==> src/hdl/cip_pkg.sv <==
package cip_pkg;

    localparam int FRAC_BITS = 16;
    localparam int WW        = 128;

    localparam logic CMD_LINE   = 1'b0;
    localparam logic CMD_CIRCLE = 1'b1;

    localparam logic [1:0] ST_OK    = 2'd0;
    localparam logic [1:0] ST_NONE  = 2'd1;
    localparam logic [1:0] ST_DEGEN = 2'd2;
    localparam logic [1:0] ST_SAT   = 2'd3;

    typedef struct packed {
        logic               command;
        logic signed [31:0] center_x;
        logic signed [31:0] center_y;
        logic [30:0]        radius;
        logic signed [31:0] line_a;
        logic signed [31:0] line_b;
        logic signed [31:0] line_c;
        logic signed [31:0] other_x;
        logic signed [31:0] other_y;
        logic [30:0]        other_radius;
    } t_in_item;

    typedef struct packed {
        logic signed [31:0] point_x;
        logic signed [31:0] point_y;
        logic [1:0]         point_count;
        logic [1:0]         status;
        logic               last;
    } t_out_item;

    typedef struct packed {
        logic     zero_line;
        t_in_item item;
    } t_job;

    function automatic logic [WW-1:0] sx128(input logic [31:0] v);
        return {{(WW-32){v[31]}}, v};
    endfunction

    function automatic logic fits32(input logic [WW-1:0] v);
        return (v[WW-1:31] == '0) || (v[WW-1:31] == '1);
    endfunction

    function automatic logic [31:0] sat32(input logic [WW-1:0] v);
        if (fits32(v)) begin
            return v[31:0];
        end
        return v[WW-1] ? 32'h8000_0000 : 32'h7fff_ffff;
    endfunction

    // limb pairs of a 4x4 limb product that land below 2^128
    function automatic logic [1:0] mul_i(input logic [3:0] k);
        logic [1:0] r;
        unique case (k)
            4'd2, 4'd4, 4'd7: r = 2'd1;
            4'd5, 4'd8:       r = 2'd2;
            4'd9:             r = 2'd3;
            default:          r = 2'd0;
        endcase
        return r;
    endfunction

    function automatic logic [1:0] mul_j(input logic [3:0] k);
        logic [1:0] r;
        unique case (k)
            4'd1, 4'd4, 4'd8: r = 2'd1;
            4'd3, 4'd7:       r = 2'd2;
            4'd6:             r = 2'd3;
            default:          r = 2'd0;
        endcase
        return r;
    endfunction

endpackage

==> src/hdl/cip_front.sv <==
module cip_front import cip_pkg::*; (
    input  logic     i_clk,
    input  logic     i_rst_n,
    input  logic     i_push,
    input  t_in_item i_item,
    output logic     o_full,
    output t_job     o_head,
    output logic     o_valid,
    input  logic     i_pop
);

    t_job       r_q [2];
    logic       r_wp, r_rp;
    logic [1:0] r_cnt;
    logic       wr, rd;
    t_job       job;

    // flag a line with both coefficients zero up front
    always_comb begin
        job.item      = i_item;
        job.zero_line = (i_item.command == CMD_LINE) &&
                        (i_item.line_a == '0) && (i_item.line_b == '0);
    end

    assign o_full  = (r_cnt == 2'd2);
    assign o_valid = (r_cnt != 2'd0);
    assign o_head  = r_q[r_rp];
    assign wr      = i_push && !o_full;
    assign rd      = i_pop && o_valid;

    always_ff @(posedge i_clk) begin
        if (!i_rst_n) begin
            r_wp  <= 1'b0;
            r_rp  <= 1'b0;
            r_cnt <= 2'd0;
        end else begin
            if (wr) begin
                r_wp <= !r_wp;
            end
            if (rd) begin
                r_rp <= !r_rp;
            end
            r_cnt <= r_cnt + {1'b0, wr} - {1'b0, rd};
        end
    end

    always_ff @(posedge i_clk) begin
        if (wr) begin
            r_q[r_wp] <= job;
        end
    end

endmodule

==> config.mk <==
export PLATFORM = sky130hd
export DESIGN_NAME = cip_front
export DESIGN_NICKNAME = d
export VERILOG_FILES = /design/src/hdl/cip_pkg.sv /design/src/hdl/cip_front.sv
export SDC_FILE = /design/constraint.sdc
export NUM_CORES = 1
export LEC_CHECK = 0
export ABC_AREA = 1
export BUFFER_PORTS_ARGS = -buffer_cell sky130_fd_sc_hd__buf_2
export CELL_PAD_IN_SITES_DETAIL_PLACEMENT = 2
export CELL_PAD_IN_SITES_GLOBAL_PLACEMENT = 2
export CORE_MARGIN = 5
export CORE_UTILIZATION = 26
export CTS_CLUSTER_SIZE = 25
export DETAILED_ROUTE_END_ITERATION = 10
export GPL_ROUTABILITY_DRIVEN = 0
export MAX_ROUTING_LAYER = met4
export PLACE_DENSITY_LB_ADDON = 0.2
export SLEW_MARGIN = 20
export SYNTH_ARGS = -nofsm -noshare
export SYNTH_HDL_FRONTEND = slang
export SYNTH_SLANG_ARGS = --single-unit
==> constraint.sdc <==
create_clock -name i_clk -period 21.4 [get_ports i_clk]
set_input_delay 0 -clock i_clk [delete_from_list [all_inputs] [get_ports i_clk]]
set_output_delay 0 -clock i_clk [all_outputs]
set_load 0.005 [all_outputs]
==> metrics.md <==
| Metric | Value |
|---|---|
| Placed inst area | 0.0262 mm^2 |
| Sink Count | 581 |
| Arrival @ worst endpoint | 4560 ps |
| Die width | 301 um |
| Main synth FF type | edfxtp_1 |
| Seq cells post-synth | 581 |
| First-pass GRT wire length | 93.5 mm |
| Synth Area in XOR/XNOR | 0.0397% |
| Top-area cell type share of the netlist area | 78.3% |
| Hold Worst Slack | 124 ps |
| Post-synthesis mux area share | 18.1% |
| Post-synth EDFFs | 576 |
| Min cycle time layout | 4560 ps |
| Synth area leader | edfxtp_1 |
| Area of the multi-input gates | 0.00435 mm^2 |
| WL/cell | 20.8 um |
| Router iterations before antenna repair | 4 |
| Insertion delay to the later sink of the worst-skew pair | 590 ps |
| Post-Layout Cell Count | 3096 |
| Post-DP HPWL | 44.3 mm |
| Area Overhead vs Synth | 42.0% |
| Sequential standard cell area | 0.0174 mm^2 |
| FP Rows | 106 |
| Via Count | 12500 |
| Status | finished, final reports clean |
| Register area share after synthesis | 78.8% |
| Peak supply drop | 71.3 uV |
| Buffers on Ports | 580 |
| Fin nets | 2196 |
| Final Cycle Share | 21.3% |
| Number of buffers created by CTS | 69 |
| Largest family of logic cells by synthesized area | multiplexers |
| Layout Skew | 23.3 ps |
| Total die area | 0.0908 mm^2 |
| Setup TNS Final | 0 ps |
| Clock Tree Buf Depth | 3 |
| Post-route DRC | 0 |
| CP max FO | 53 |
| Fin. max-slew vios | 0 |
| Worst-path clk slew | 60 ps |
| Cells after DPL | 2675 |
| Max Cap Viol | 0 |
| PwrDens | 111 mW/mm^2 |
| Setup CP Type | reg -> out |
| Most area-consuming cells after synthesis | edfxtp_1 (78%), mux2_4 (14%), mux2_2 (4.4%) |
| Initial antenna violation count | 7 |
| Die H | 301 um |
| Initial Utilization | 26.3% |
| Leakage dissipation | 12.0 nW |
| Ys Warns | 0 |
| Req. time, crit path | 21400 ps |
| Initial DRC count | 603 |
| Core area | 0.0840 mm^2 |
| Syn Nets | 1275 |
| # setup viols final | 0 |
| Synth Area in Compound Gates | 0.232% |
| Syn Std Cell Area | 0.0221 mm^2 |
| Design Area, Final | 0.0314 mm^2 |
| Unrepaired setup endpoints after global routing | false |
| Congestion Overflow GR | 0 |
| Worst-margin pin slew | 1180 ps |
| CTS tree | built |
| Startpoint Class | flip-flop |
| Average cell area after synthesis | 22.5 um^2 |
| FMAX | 219 MHz |
| Via-per-instance ratio | 4.03 |
| Crit path capture type | primary output |
| Vias in the first global route | 14500 |
| I/O pin count | 581 |
| Final hold vios | 0 |
| Post-synthesis simple-gate area fraction | 1.15% |
| Post-Syn Instances | 982 |
| Count leader, synth | edfxtp_1 |
| Max-Slew Margin vs Limit | 21.1% |
| Unique masters post-synth | 18 |
| DRT antenna net count | 0 |
| Root Buffer | clkbuf_16 |
| Synth async-reset ratio | 0% |
| GRT Overall Usage | 14.0% |
| Top cells by count, synth | edfxtp_1 (576), mux2_4 (201), mux2_2 (87) |
| Drt total wl | 64.4 mm |
| Largest net degree at the start of global routing | 152 |
| Layout cells sized above 1 | 50.2% |
| Fillers | 8351 |
| Hold WC Path Type | in -> reg |
| H-tree depth | 3 |
| Post-synthesis adder-cell area fraction | 0.113% |
-- layout make-up --
class                   count  area share (%)
flip-flops and latches    581            55.5
repair buffers            882            18.9
inverters                   6          0.0718
well taps                1134            4.52
multi-input cells         363            13.9
diodes                      8          0.0638
clock inverters            28           0.990
clock buffers              94            6.04
-- critical path, stage by stage (launching register included) --
cell     delay, ps
dfxtp_4        810
buf_4          700
buf_4          910
buf_4          810
mux2_4         360
buf_2          130
-- power breakdown --
| part | internal (W) | switching [W] | total (W) |
|---|---|---|---|
| logic | 0.000419 | 0.000396 | 0.000815 |
| registers | 0.00146 | 0.0000554 | 0.00151 |
| clock network | 0.000675 | 0.000467 | 0.00114 |
| total | 0.00255 | 0.000919 | 0.00347 |
-- per-stage QoR --
stage	power, W	util (%)	setup WS [ps]
after floorplan	0.00207	-	8040
after global placement	0.00232	31.2	17280
after detailed placement	0.00233	31.2	17160
after CTS	0.00355	37.3	16650
after global routing	0.00365	37.3	16530
final	0.00347	37.4	16840
-- logic make-up (layout without fill, tap and decap cells) --
logic type      Yosys count  count (layout)
flops                   581             581
compound gates            9               9
buf+inv                  38            1010
xor+xnor                  1               1
simple gates             63              63
other cells               0               8
mux                     288             288
fa+ha+maj                 2               2
-- flip-flops by register name, summed over array words and instances (netlist names), named ones only --
signal,cells
r_wp,1
r_rp,1
r_q,576
r_cnt,2
-- routing by layer --
metal  GRT usage [%]  wire length, um
met1            15.4            24900
met2            24.8            33400
met4            3.66             1310
met5               -                0
met3            4.35             4760
-- final timing paths --
path	start	to	slack [ps]	depth (start not counted)
min	i_item[21]	r_q[0][21]	120	2
max reg2reg	r_cnt[1]	r_q[0][135]	17520	6
max	flip-flop	o_head[135]	16840	5
min reg2reg	r_rp	r_rp	470	1
-- layout by cell type (no fill, tap or decap), drive strengths merged --
cell type and instances:
clkinv 20, bufinv 4, nand2 14, dlygate4sd3 290, mux2 288, o21a 1
edfxtp 576, diode 8, dfxtp 5, clkbuf 94, xnor2 1, ha 2
buf 592, a21oi 4, nand4 3, o21ai 4, clkinvlp 1, or2 3
inv 9, nor2 42, and2 1
-- timing repair --
| item | 4_1_cts | 5_1_grt |
|---|---|---|
| setup buffers | 0 | 0 |
| hold endpoints to repair | 596 | 0 |
| hold buffers | 290 | 0 |
| resized for setup | 0 | 0 |
(Power assumes the default switching activity.)
